$ cat src/sv/bcqc_pkg.sv
`timescale 1ns / 1ps
`default_nettype none

package bcqc_pkg;

   // request kinds
   localparam logic [1:0] REQ_CHAR = 2'd0;
   localparam logic [1:0] REQ_EOL  = 2'd1;
   localparam logic [1:0] REQ_EOT  = 2'd2;

   // result status codes
   localparam logic [1:0] ST_BALANCED = 2'd0;
   localparam logic [1:0] ST_UNEXP    = 2'd1;
   localparam logic [1:0] ST_UNCLOSED = 2'd2;
   localparam logic [1:0] ST_OVERFLOW = 2'd3;

   // symbol kinds
   localparam int KIND_W = 3;
   localparam logic [2:0] K_ROUND   = 3'd0;
   localparam logic [2:0] K_SQUARE  = 3'd1;
   localparam logic [2:0] K_CURLY   = 3'd2;
   localparam logic [2:0] K_ANGLE   = 3'd3;
   localparam logic [2:0] K_COMMENT = 3'd4;
   localparam logic [2:0] K_SQUOTE  = 3'd5;
   localparam logic [2:0] K_DQUOTE  = 3'd6;

   // character codes
   localparam logic [7:0] CH_BSLASH = 8'd92;
   localparam logic [7:0] CH_SQUOTE = 8'd39;
   localparam logic [7:0] CH_DQUOTE = 8'd34;
   localparam logic [7:0] CH_SLASH  = 8'd47;
   localparam logic [7:0] CH_STAR   = 8'd42;
   localparam logic [7:0] CH_LROUND = 8'd40;
   localparam logic [7:0] CH_RROUND = 8'd41;
   localparam logic [7:0] CH_LSQ    = 8'd91;
   localparam logic [7:0] CH_RSQ    = 8'd93;
   localparam logic [7:0] CH_LCURLY = 8'd123;
   localparam logic [7:0] CH_RCURLY = 8'd125;
   localparam logic [7:0] CH_LANGLE = 8'd60;
   localparam logic [7:0] CH_RANGLE = 8'd62;

   // reported position widths
   localparam int ROW_OUT_W = 16;
   localparam int COL_OUT_W = 12;

   typedef logic [1:0]           req_kind_type;
   typedef logic [1:0]           status_type;
   typedef logic [KIND_W-1:0]    kind_type;
   typedef logic [ROW_OUT_W-1:0] row_out_type;
   typedef logic [COL_OUT_W-1:0] col_out_type;

   // stack operation requested in a cycle
   typedef struct packed {
      logic push;
      logic pop;
      logic clear;
   } stk_cmd_type;

endpackage

`default_nettype wire

$ cat src/sv/bcqc_if.sv
`timescale 1ns / 1ps
`default_nettype none

// request channel: one source text word per handshake
interface bcqc_req_if;
   logic                  valid;
   logic                  ready;
   bcqc_pkg::req_kind_type req_type;
   logic [7:0]            ch;
   logic                  line_has_cout;
   logic                  line_has_cin;

   modport source (output valid, output req_type, output ch, output line_has_cout,
                   output line_has_cin, input ready);
   modport sink   (input valid, input req_type, input ch, input line_has_cout,
                   input line_has_cin, output ready);
endinterface

// response channel: one report word per handshake
interface bcqc_rsp_if;
   logic                  valid;
   logic                  ready;
   bcqc_pkg::status_type  status;
   bcqc_pkg::kind_type    symbol_kind;
   bcqc_pkg::row_out_type row_number;
   bcqc_pkg::col_out_type column_number;

   modport source (output valid, output status, output symbol_kind, output row_number,
                   output column_number, input ready);
   modport sink   (input valid, input status, input symbol_kind, input row_number,
                   input column_number, output ready);
endinterface

`default_nettype wire

$ cat src/sv/bcqc_ram.sv
`timescale 1ns / 1ps
`default_nettype none

module bcqc_ram #(
   parameter int WIDTH = 8,
   parameter int DEPTH = 64
) (
   input  wire logic                     clock,
   input  wire logic                     wr_en,
   input  wire logic [$clog2(DEPTH)-1:0] wr_addr,
   input  wire logic [WIDTH-1:0]         wr_data,
   input  wire logic [$clog2(DEPTH)-1:0] rd_addr,
   output logic      [WIDTH-1:0]         rd_data
);

   logic [WIDTH-1:0] mem_ff [DEPTH];
   logic [WIDTH-1:0] rd_data_ff;

   // single write port, registered read port
   always_ff @(posedge clock) begin
      if (wr_en) begin
         mem_ff[wr_addr] <= wr_data;
      end
      rd_data_ff <= mem_ff[rd_addr];
   end

   assign rd_data = rd_data_ff;

endmodule

`default_nettype wire

$ cat src/sv/bcqc_stack.sv
`timescale 1ns / 1ps
`default_nettype none

module bcqc_stack #(
   parameter int STACK_DEPTH = 64,
   parameter int ENTRY_W     = 31
) (
   input  wire logic                           clock,
   input  wire logic                           reset,
   input  wire bcqc_pkg::stk_cmd_type          cmd,
   input  wire logic [ENTRY_W-1:0]             push_entry,
   output logic      [ENTRY_W-1:0]             top_entry,
   output logic      [$clog2(STACK_DEPTH+1)-1:0] depth
);

   localparam int DW = $clog2(STACK_DEPTH + 1);
   localparam int AW = $clog2(STACK_DEPTH);

   logic [DW-1:0]      depth_ff, depth_in;
   logic [ENTRY_W-1:0] top_ff, top_in;
   logic [ENTRY_W-1:0] fwd_ff;
   logic               fwd_sel_ff, fwd_sel_in;
   logic [ENTRY_W-1:0] rd_data;
   logic [ENTRY_W-1:0] second;
   logic [DW-1:0]      wr_sub, rd_sub;
   logic [AW-1:0]      wr_addr, rd_addr;
   logic               wr_en;

   // entry below the top: from memory, or the word written last cycle
   assign second = fwd_sel_ff ? fwd_ff : rd_data;

   // top lives in a register, the rest of the stack in memory
   always_comb begin
      depth_in = depth_ff;
      top_in   = top_ff;
      wr_en    = 1'b0;
      if (cmd.clear) begin
         depth_in = '0;
      end else if (cmd.push) begin
         depth_in = depth_ff + DW'(1);
         top_in   = push_entry;
         wr_en    = (depth_ff != '0);
      end else if (cmd.pop) begin
         depth_in = depth_ff - DW'(1);
         top_in   = second;
      end
   end

   assign wr_sub  = depth_ff - DW'(1);
   assign wr_addr = wr_sub[AW-1:0];
   assign rd_sub  = depth_in - DW'(2);
   assign rd_addr = rd_sub[AW-1:0];

   // read and write to the same entry in the same cycle: bypass the memory
   assign fwd_sel_in = wr_en && (wr_addr == rd_addr);

   always_ff @(posedge clock) begin
      if (reset) begin
         depth_ff   <= '0;
         fwd_sel_ff <= 1'b0;
      end else begin
         depth_ff   <= depth_in;
         fwd_sel_ff <= fwd_sel_in;
      end
      top_ff <= top_in;
      fwd_ff <= top_ff;
   end

   bcqc_ram #(
      .WIDTH (ENTRY_W),
      .DEPTH (STACK_DEPTH)
   ) u_ram (
      .clock   (clock),
      .wr_en   (wr_en),
      .wr_addr (wr_addr),
      .wr_data (top_ff),
      .rd_addr (rd_addr),
      .rd_data (rd_data)
   );

   assign top_entry = top_ff;
   assign depth     = depth_ff;

endmodule

`default_nettype wire

$ cat src/sv/bracket_comment_quote_checker_top.sv
`timescale 1ns / 1ps
`default_nettype none

// Bracket, comment and quote balance checker.
// req_chan carries one word per source event: a character, an end of line or
// an end of text, plus the caller's cout/cin flags for the current line.
// rsp_chan carries at most one report per request: unexpected closer, stack
// overflow (both stop checking until end of text), or at end of text either
// the innermost unclosed opener or balanced.
// Throughput is one request per cycle while no report is held but not taken. A
// report is registered and appears on rsp_chan in the cycle after its request
// is taken. The top of stack sits in a register and the entries below it in a
// one-port-write, registered-read RAM; the entry under the top is prefetched
// every cycle, so a pop the cycle after a push or pop needs no wait.
// req_chan.ready is low while reset is high and while a report is held but
// not taken; the report register holds its word until rsp_chan.ready.
// Synchronous reset clears the stack depth, position counters and line state;
// stack RAM contents are not cleared. End of text returns the stack depth,
// position counters and line state to their reset values.

module bracket_comment_quote_checker_top #(
   parameter int STACK_DEPTH = 64,
   parameter int ROW_BITS    = 16,
   parameter int COL_BITS    = 12
) (
   input wire logic   clock,
   input wire logic   reset,
   bcqc_req_if.sink   req_chan,
   bcqc_rsp_if.source rsp_chan
);

   localparam int DW      = $clog2(STACK_DEPTH + 1);
   localparam int ENTRY_W = bcqc_pkg::KIND_W + ROW_BITS + COL_BITS;

   typedef logic [ROW_BITS-1:0] row_type;
   typedef logic [COL_BITS-1:0] col_type;

   // line and position state
   row_type    row_ff, row_in;
   col_type    col_ff, col_in;
   logic [7:0] prev_ch_ff, prev_ch_in;
   logic       prev_vld_ff, prev_vld_in;
   logic       bs_par_ff, bs_par_in;
   logic       line_cmt_ff, line_cmt_in;
   logic       halted_ff, halted_in;

   // report register
   logic                  rsp_vld_ff;
   bcqc_pkg::status_type  rsp_status_ff;
   bcqc_pkg::kind_type    rsp_kind_ff;
   bcqc_pkg::row_out_type rsp_row_ff;
   bcqc_pkg::col_out_type rsp_col_ff;

   logic                  acc;
   bcqc_pkg::stk_cmd_type cmd;
   bcqc_pkg::kind_type    op_kind;
   logic [ENTRY_W-1:0]    push_entry;
   logic [ENTRY_W-1:0]    top_entry;
   logic [DW-1:0]         depth;
   bcqc_pkg::kind_type    top_kind;
   row_type               top_row;
   col_type               top_col;
   logic                  have_top, top_round, full;
   logic                  p_star, p_slash;

   logic                  res_vld;
   bcqc_pkg::status_type  res_status;
   bcqc_pkg::kind_type    res_kind;
   row_type               res_row;
   col_type               res_col;
   bcqc_pkg::row_out_type sat_row;
   bcqc_pkg::col_out_type sat_col;

   assign acc            = req_chan.valid && req_chan.ready;
   assign req_chan.ready = !reset && (!rsp_vld_ff || rsp_chan.ready);

   assign top_kind  = top_entry[ENTRY_W-1 -: bcqc_pkg::KIND_W];
   assign top_row   = top_entry[ROW_BITS+COL_BITS-1:COL_BITS];
   assign top_col   = top_entry[COL_BITS-1:0];
   assign have_top  = (depth != '0);
   assign top_round = have_top && (top_kind == bcqc_pkg::K_ROUND);
   assign full      = (depth == DW'(STACK_DEPTH));
   assign p_star    = prev_vld_ff && (prev_ch_ff == bcqc_pkg::CH_STAR);
   assign p_slash   = prev_vld_ff && (prev_ch_ff == bcqc_pkg::CH_SLASH);

   // per-request decision
   always_comb begin
      logic       push_req;
      logic       pop_req;
      logic [7:0] c;

      push_req    = 1'b0;
      pop_req     = 1'b0;
      op_kind     = bcqc_pkg::K_ROUND;
      c           = req_chan.ch;
      cmd         = '0;
      res_vld     = 1'b0;
      res_status  = bcqc_pkg::ST_BALANCED;
      res_kind    = bcqc_pkg::K_ROUND;
      res_row     = row_ff;
      res_col     = col_ff;
      row_in      = row_ff;
      col_in      = col_ff;
      prev_ch_in  = prev_ch_ff;
      prev_vld_in = prev_vld_ff;
      bs_par_in   = bs_par_ff;
      line_cmt_in = line_cmt_ff;
      halted_in   = halted_ff;

      if (acc) begin
         unique case (req_chan.req_type)
            bcqc_pkg::REQ_CHAR: begin
               if (!halted_ff && !line_cmt_ff) begin
                  if (have_top && top_kind == bcqc_pkg::K_COMMENT) begin
                     // inside a block comment only the closing pair counts
                     cmd.pop = (c == bcqc_pkg::CH_SLASH) && p_star;
                  end else if (have_top && (top_kind == bcqc_pkg::K_SQUOTE ||
                                            top_kind == bcqc_pkg::K_DQUOTE)) begin
                     // inside a quote only an unescaped matching quote counts
                     cmd.pop = !bs_par_ff &&
                               (c == ((top_kind == bcqc_pkg::K_SQUOTE) ?
                                      bcqc_pkg::CH_SQUOTE : bcqc_pkg::CH_DQUOTE));
                  end else if (c == bcqc_pkg::CH_SLASH && prev_vld_ff) begin
                     if (p_slash) begin
                        line_cmt_in = 1'b1;
                     end else if (p_star) begin
                        res_vld    = 1'b1;
                        res_status = bcqc_pkg::ST_UNEXP;
                        res_kind   = bcqc_pkg::K_COMMENT;
                        halted_in  = 1'b1;
                     end
                  end else if (c == bcqc_pkg::CH_STAR && prev_vld_ff) begin
                     push_req = p_slash;
                     op_kind  = bcqc_pkg::K_COMMENT;
                  end else begin
                     unique case (c)
                        bcqc_pkg::CH_SQUOTE: begin
                           push_req = 1'b1;
                           op_kind  = bcqc_pkg::K_SQUOTE;
                        end
                        bcqc_pkg::CH_DQUOTE: begin
                           push_req = 1'b1;
                           op_kind  = bcqc_pkg::K_DQUOTE;
                        end
                        bcqc_pkg::CH_LROUND: begin
                           push_req = 1'b1;
                           op_kind  = bcqc_pkg::K_ROUND;
                        end
                        bcqc_pkg::CH_LSQ: begin
                           push_req = 1'b1;
                           op_kind  = bcqc_pkg::K_SQUARE;
                        end
                        bcqc_pkg::CH_LCURLY: begin
                           push_req = 1'b1;
                           op_kind  = bcqc_pkg::K_CURLY;
                        end
                        bcqc_pkg::CH_LANGLE: begin
                           push_req = !top_round && !req_chan.line_has_cout;
                           op_kind  = bcqc_pkg::K_ANGLE;
                        end
                        bcqc_pkg::CH_RROUND: begin
                           pop_req = 1'b1;
                           op_kind = bcqc_pkg::K_ROUND;
                        end
                        bcqc_pkg::CH_RSQ: begin
                           pop_req = 1'b1;
                           op_kind = bcqc_pkg::K_SQUARE;
                        end
                        bcqc_pkg::CH_RCURLY: begin
                           pop_req = 1'b1;
                           op_kind = bcqc_pkg::K_CURLY;
                        end
                        bcqc_pkg::CH_RANGLE: begin
                           pop_req = !top_round && !req_chan.line_has_cin;
                           op_kind = bcqc_pkg::K_ANGLE;
                        end
                        default: ;
                     endcase
                  end

                  // push with overflow check
                  if (push_req) begin
                     if (full) begin
                        res_vld    = 1'b1;
                        res_status = bcqc_pkg::ST_OVERFLOW;
                        res_kind   = op_kind;
                        halted_in  = 1'b1;
                     end else begin
                        cmd.push = 1'b1;
                     end
                  end

                  // pop with kind match
                  if (pop_req) begin
                     if (!have_top || top_kind != op_kind) begin
                        res_vld    = 1'b1;
                        res_status = bcqc_pkg::ST_UNEXP;
                        res_kind   = op_kind;
                        halted_in  = 1'b1;
                     end else begin
                        cmd.pop = 1'b1;
                     end
                  end
               end

               if (col_ff != '1) begin
                  col_in = col_ff + COL_BITS'(1);
               end
               prev_ch_in  = c;
               prev_vld_in = 1'b1;
               bs_par_in   = (c == bcqc_pkg::CH_BSLASH) ? !bs_par_ff : 1'b0;
            end
            bcqc_pkg::REQ_EOL: begin
               if (row_ff != '1) begin
                  row_in = row_ff + ROW_BITS'(1);
               end
               col_in      = '0;
               prev_ch_in  = '0;
               prev_vld_in = 1'b0;
               bs_par_in   = 1'b0;
               line_cmt_in = 1'b0;
            end
            bcqc_pkg::REQ_EOT: begin
               if (!halted_ff) begin
                  res_vld = 1'b1;
                  if (have_top) begin
                     res_status = bcqc_pkg::ST_UNCLOSED;
                     res_kind   = top_kind;
                     res_row    = top_row;
                     res_col    = top_col;
                  end else begin
                     res_status = bcqc_pkg::ST_BALANCED;
                     res_kind   = bcqc_pkg::K_ROUND;
                     res_row    = '0;
                     res_col    = '0;
                  end
               end
               cmd.clear   = 1'b1;
               row_in      = '0;
               col_in      = '0;
               prev_ch_in  = '0;
               prev_vld_in = 1'b0;
               bs_par_in   = 1'b0;
               line_cmt_in = 1'b0;
               halted_in   = 1'b0;
            end
            default: ;
         endcase
      end
   end

   // entry word of the symbol being pushed
   assign push_entry = {op_kind, row_ff, col_ff};

   // saturate or zero-extend reported positions to the report field widths
   if (ROW_BITS > bcqc_pkg::ROW_OUT_W) begin : g_row_sat
      assign sat_row = (|res_row[ROW_BITS-1:bcqc_pkg::ROW_OUT_W]) ? '1 :
                       res_row[bcqc_pkg::ROW_OUT_W-1:0];
   end else begin : g_row_ext
      assign sat_row = bcqc_pkg::row_out_type'(res_row);
   end

   if (COL_BITS > bcqc_pkg::COL_OUT_W) begin : g_col_sat
      assign sat_col = (|res_col[COL_BITS-1:bcqc_pkg::COL_OUT_W]) ? '1 :
                       res_col[bcqc_pkg::COL_OUT_W-1:0];
   end else begin : g_col_ext
      assign sat_col = bcqc_pkg::col_out_type'(res_col);
   end

   // state registers
   always_ff @(posedge clock) begin
      if (reset) begin
         row_ff      <= '0;
         col_ff      <= '0;
         prev_ch_ff  <= '0;
         prev_vld_ff <= 1'b0;
         bs_par_ff   <= 1'b0;
         line_cmt_ff <= 1'b0;
         halted_ff   <= 1'b0;
      end else begin
         row_ff      <= row_in;
         col_ff      <= col_in;
         prev_ch_ff  <= prev_ch_in;
         prev_vld_ff <= prev_vld_in;
         bs_par_ff   <= bs_par_in;
         line_cmt_ff <= line_cmt_in;
         halted_ff   <= halted_in;
      end
   end

   // report register, held until taken
   always_ff @(posedge clock) begin
      if (reset) begin
         rsp_vld_ff <= 1'b0;
      end else if (res_vld) begin
         rsp_vld_ff <= 1'b1;
      end else if (rsp_chan.ready) begin
         rsp_vld_ff <= 1'b0;
      end
      if (res_vld) begin
         rsp_status_ff <= res_status;
         rsp_kind_ff   <= res_kind;
         rsp_row_ff    <= sat_row;
         rsp_col_ff    <= sat_col;
      end
   end

   assign rsp_chan.valid         = rsp_vld_ff;
   assign rsp_chan.status        = rsp_status_ff;
   assign rsp_chan.symbol_kind   = rsp_kind_ff;
   assign rsp_chan.row_number    = rsp_row_ff;
   assign rsp_chan.column_number = rsp_col_ff;

   bcqc_stack #(
      .STACK_DEPTH (STACK_DEPTH),
      .ENTRY_W     (ENTRY_W)
   ) u_stack (
      .clock      (clock),
      .reset      (reset),
      .cmd        (cmd),
      .push_entry (push_entry),
      .top_entry  (top_entry),
      .depth      (depth)
   );

endmodule

`default_nettype wire

$ cat src/flat_wrapper.sv
// flat-port wrapper written by rule: the top's interface ports become plain ports
module bracket_comment_quote_checker_top_flat 
#(
   parameter int STACK_DEPTH = 64,
   parameter int ROW_BITS    = 16,
   parameter int COL_BITS    = 12
)
  (clock, reset, req_chan_valid, req_chan_req_type, req_chan_ch, req_chan_line_has_cout, req_chan_line_has_cin, req_chan_ready, rsp_chan_valid, rsp_chan_status, rsp_chan_symbol_kind, rsp_chan_row_number, rsp_chan_column_number, rsp_chan_ready);
  bcqc_req_if req_chan_i ();
  bcqc_rsp_if rsp_chan_i ();
  input wire logic clock;
  input wire logic reset;
  input wire logic [$bits(req_chan_i.valid)-1:0] req_chan_valid;
  input wire logic [$bits(req_chan_i.req_type)-1:0] req_chan_req_type;
  input wire logic [$bits(req_chan_i.ch)-1:0] req_chan_ch;
  input wire logic [$bits(req_chan_i.line_has_cout)-1:0] req_chan_line_has_cout;
  input wire logic [$bits(req_chan_i.line_has_cin)-1:0] req_chan_line_has_cin;
  output wire logic [$bits(req_chan_i.ready)-1:0] req_chan_ready;
  output wire logic [$bits(rsp_chan_i.valid)-1:0] rsp_chan_valid;
  output wire logic [$bits(rsp_chan_i.status)-1:0] rsp_chan_status;
  output wire logic [$bits(rsp_chan_i.symbol_kind)-1:0] rsp_chan_symbol_kind;
  output wire logic [$bits(rsp_chan_i.row_number)-1:0] rsp_chan_row_number;
  output wire logic [$bits(rsp_chan_i.column_number)-1:0] rsp_chan_column_number;
  input wire logic [$bits(rsp_chan_i.ready)-1:0] rsp_chan_ready;
  assign req_chan_i.valid = req_chan_valid;
  assign req_chan_i.req_type = req_chan_req_type;
  assign req_chan_i.ch = req_chan_ch;
  assign req_chan_i.line_has_cout = req_chan_line_has_cout;
  assign req_chan_i.line_has_cin = req_chan_line_has_cin;
  assign req_chan_ready = req_chan_i.ready;
  assign rsp_chan_valid = rsp_chan_i.valid;
  assign rsp_chan_status = rsp_chan_i.status;
  assign rsp_chan_symbol_kind = rsp_chan_i.symbol_kind;
  assign rsp_chan_row_number = rsp_chan_i.row_number;
  assign rsp_chan_column_number = rsp_chan_i.column_number;
  assign rsp_chan_i.ready = rsp_chan_ready;
  bracket_comment_quote_checker_top #(.STACK_DEPTH(STACK_DEPTH), .ROW_BITS(ROW_BITS), .COL_BITS(COL_BITS)) u_core (.clock(clock), .reset(reset), .req_chan(req_chan_i), .rsp_chan(rsp_chan_i));
endmodule
$ cat config.mk
export PLATFORM = sky130hd
export DESIGN_NAME = bracket_comment_quote_checker_top_flat
export DESIGN_NICKNAME = d
export VERILOG_FILES = /design/src/sv/bcqc_pkg.sv /design/src/sv/bcqc_if.sv /design/src/sv/bcqc_ram.sv /design/src/sv/bcqc_stack.sv /design/src/sv/bracket_comment_quote_checker_top.sv /design/src/flat_wrapper.sv
export SDC_FILE = /design/constraint.sdc
export NUM_CORES = 2
export LEC_CHECK = 0
export BUFFER_PORTS_ARGS = -buffer_cell sky130_fd_sc_hd__clkbuf_2
export CAP_MARGIN = 5
export CELL_PAD_IN_SITES_DETAIL_PLACEMENT = 1
export CELL_PAD_IN_SITES_GLOBAL_PLACEMENT = 1
export CORE_MARGIN = 4
export CORE_UTILIZATION = 59
export DETAILED_ROUTE_END_ITERATION = 7
export PLACE_DENSITY = 0.84
export SYNTH_ARGS = -nofsm -noshare
export SYNTH_HDL_FRONTEND = slang
export SYNTH_SLANG_ARGS = --single-unit
$ cat constraint.sdc
create_clock -name clock -period 10.4 [get_ports clock]
set_input_delay 1.04 -clock clock [delete_from_list [all_inputs] [get_ports clock]]
set_output_delay 1.04 -clock clock [all_outputs]
set_load 0.005 [all_outputs]
==> reports/qor.txt <==
unrepaired setup endpoints after global routing - false
actual slew at the worst max-slew pin - 1620 ps
sequential area share after synthesis - 73.9%
Initial DRC Count - 12,300
proportion of synthesized flip-flops having asynchronous set or reset - 0%
top fanout value on the critical path - 67
ratio of routed vias to standard cells - 7.92
number of hold violations in the final report - 0
CP dominant cell by count - sky130_fd_sc_hd__buf_4
final number of setup-violating endpoints - 0
biggest area contributors in the synthesized netlist - sky130_fd_sc_hd__edfxtp_1 71%, sky130_fd_sc_hd__mux4_2 3.3%, sky130_fd_sc_hd__dfxtp_1 2.6%
remaining antenna violation count after routing - 0
count of pins over their slew limit - 1
clk slew on worst S/H paths - 80 ps
overall die area - 0.152 mm2
total power after layout - 17,200 uW
Gate Count Post-Synth - 5,366
Top Ports - 51
required time of the worst setup path - 11,040 ps
Max Cap Violations - 0
clock period minus worst slack - 8790 ps
startpoint-to-endpoint class of the critical path - reg2reg
average wire per cell in the routed design - 42.6 um
Max rail drop VDD - 0.198 mV
dominant cell type by area after synthesis - sky130_fd_sc_hd__edfxtp_1
fraction of post-synthesis cell area in the top cell type by area - 71.4%
core region area - 0.144 mm2
Layout Skew - 49.5 ps
post-cts repair resize count - 0
initial core utilization - 59.7%
global placer's final weighted congestion - 0.863
mean cell area of the mapped netlist - 16.1 um2
initial antenna violation count - 35
Synth Cell Area - 0.0862 mm2
post-synth cell types - 79
most frequent cells in the layout - 2,048 x sky130_fd_sc_hd__edfxtp_1, 543 x sky130_fd_sc_hd__nand2_1, 263 x sky130_fd_sc_hd__and3_1, 214 x sky130_fd_sc_hd__mux2i_1, 209 x sky130_fd_sc_hd__clkbuf_16
Overall Global Routing Usage - 41.6%
number of design rule violations left after detail routing - 0
clk buf depth - 3
H-tree Lvls - 4
number of setup buffers added after CTS - 0
maximum number of pins on one net before global-route repair - 189
total wire length after detailed routing - 319 mm
type of the most critical hold path - reg2reg
total power divided by cell area - 179 mW/mm2
Critical Path, Cell by Cell - buf_4, a221oi_1, a211oi_1, nand3_1, nor2_4, buf_4, a32oi_1, xnor2_1, nand2_1, ha_4, inv_1, nor4_4, buf_4, buf_4, a2111oi_0, a311o_1, o311ai_0, a22oi_1, o211ai_1
Synth Net Count - 5,391
highest-delay cell along the critical path - sky130_fd_sc_hd__a22oi_1
number of hold-repair buffers added at the cts stage - 0
Syn. warnings - 0
Largest delay share family, worst path - compound AO/OA/AOI/OAI gates
net total in the final layout - 5,426
violations in the final reports - slew limit
Root Driver - sky130_fd_sc_hd__clkbuf_16
Worst setup EP type - flop
# port buffers - 50
number of detailed-routing iterations run before antenna repair - 7
clock sink count - 2,159
count of buffer and inverter cells on the critical path - 5
vertical die dimension - 390 um
number of vias after detailed routing - 59,300
width of the die - 390 um
Setup crit start kind - flop
cell leakage power - 0.0316 uW
status - complete, but fails checks
leading cell type in the layout, fill and taps excluded - sky130_fd_sc_hd__edfxtp_1
Worst Path Arrival - 9430 ps
via count of the first global-routing pass - 59,600
Cell Rows - 139
Overflow after GRT - 0
Largest stage delay, worst path - 1340 ps
clk_lat worst skew - 890 ps
Area growth syn-to-layout - 11.4%
CTS tree - built
share of layout cells above drive strength 1 - 14.8%
Tcrit/Tclk final - 84.5%
total half-perimeter wirelength after legalization and detailed placement - 161 mm
number of clock buffers inserted by TritonCTS - 207
Fmax achieved - 114 MHz
total of flip-flops plus latches after synthesis - 2,159
first-pass GRT wire length - 450 mm
Post-synth top flop - sky130_fd_sc_hd__edfxtp_1
EDFF count, synth - 2,048
final sum of negative setup slack - 0 ps
worst-case headroom to the max-slew limit - -7.95%
[per-layer routing]
metal / track usage (%) / wire length, um / vias up
li1: - / - / 21800
met1: 52.1 / 102000 / 29300
met2: 61.5 / 140000 / 6534
met5: 0.940 / 292 / -
met4: 25.5 / 25200 / 30
met3: 16.3 / 52200 / 1607
[kinds of logic after synthesis]
| group | Yosys count | share of synthesized area [%] |
|---|---|---|
| AO/OA/AOI/OAI | 1173 | 10.5 |
| flip-flops | 2159 | 73.9 |
| XOR/XNOR | 34 | 0.346 |
| buffers and inverters | 444 | 2.07 |
| multiplexers | 404 | 6.64 |
| AND/OR/NAND/NOR | 1143 | 6.37 |
| adder cells (fa/ha/maj) | 9 | 0.131 |
[Yosys cell counts, types with 53 or more instances]
| cell | instances |
|---|---|
| sky130_fd_sc_hd__mux4_2 | 128 |
| sky130_fd_sc_hd__nand3_1 | 93 |
| sky130_fd_sc_hd__o221ai_1 | 92 |
| sky130_fd_sc_hd__clkbuf_1 | 332 |
| sky130_fd_sc_hd__a211oi_1 | 136 |
| sky130_fd_sc_hd__and3_1 | 263 |
| sky130_fd_sc_hd__o21ai_0 | 160 |
| sky130_fd_sc_hd__a21oi_1 | 125 |
| sky130_fd_sc_hd__mux2_2 | 61 |
| sky130_fd_sc_hd__nand2_1 | 546 |
| sky130_fd_sc_hd__dfxtp_1 | 111 |
| sky130_fd_sc_hd__buf_2 | 70 |
| sky130_fd_sc_hd__a2111oi_0 | 155 |
| sky130_fd_sc_hd__o311ai_0 | 53 |
| sky130_fd_sc_hd__a311o_1 | 124 |
| sky130_fd_sc_hd__mux2i_1 | 215 |
| sky130_fd_sc_hd__o211ai_1 | 93 |
| sky130_fd_sc_hd__nor2_1 | 124 |
| sky130_fd_sc_hd__a311oi_1 | 68 |
| sky130_fd_sc_hd__edfxtp_1 | 2048 |
[where the power goes]
| part | switching, uW | internal, uW |
|---|---|---|
| Clock | 3460 | 4050 |
| Sequential | 19.9 | 9370 |
| Combinational | 206 | 93.7 |
[metrics by stage]
stage               cell area, um2  std cells  util, %  hold WS, ps  worst slack [ps]
floorplan                    86200       5366        -          427              3790
global placement             89500       7092     62.0          437              2280
detailed placement           89500       7093     62.0          449              2620
CTS                          96000       7478     66.5          462              2250
global route                 96000       7481     66.5          492              1710
finish                       96000       7490     66.5          462              1610
[final cells by class]
cell class,count,area (um2)
antenna,10,25.0
sequential,2159,63700
clock buffer,285,5700
fill,12200,48300
tap,1903,2380
timing repair buffer,257,2060
clock inverter,100,779
multi-input combinational,2763,21300
inverter,13,56.3
[path summary, 6_finish.rpt]
| kind | slack [ps] | start | endpoint | cells after the start |
|---|---|---|---|---|
| hold reg to reg | 460 | u_core.prev_ch_ff[6] | u_core.prev_ch_ff[6] | 2 |
| hold / removal | 460 | u_core.prev_ch_ff[6] | u_core.prev_ch_ff[6] | 2 |
| setup / recovery | 1610 | u_core.u_stack.top_entry[29] | u_core.u_stack.u_ram.rd_data[1] | 19 |
| setup reg to reg | 1610 | u_core.u_stack.top_entry[29] | u_core.u_stack.u_ram.rd_data[1] | 19 |
[registers in the layout, summed over array words and instances (netlist names), 2 cells and up]
signal,cells
u_core.prev_ch_ff,8
u_core.rsp_chan.row_number,16
u_core.rsp_chan.symbol_kind,3
u_core.col_ff,12
u_core.u_stack.u_ram.rd_data,31
u_core.u_stack.depth,7
u_core.row_ff,16
u_core.rsp_chan.status,2
u_core.u_stack.fwd_ff,31
u_core.u_stack.u_ram.mem_ff,1984
u_core.u_stack.top_entry,31
u_core.rsp_chan.column_number,12
[tightest hold or removal path, stage by stage (launching register included)]
cell                      delay (ps)
sky130_fd_sc_hd__dfxtp_1         310
sky130_fd_sc_hd__nand2_1          50
sky130_fd_sc_hd__a21oi_1          50
Note: power is estimated with default switching activity, not from simulation.
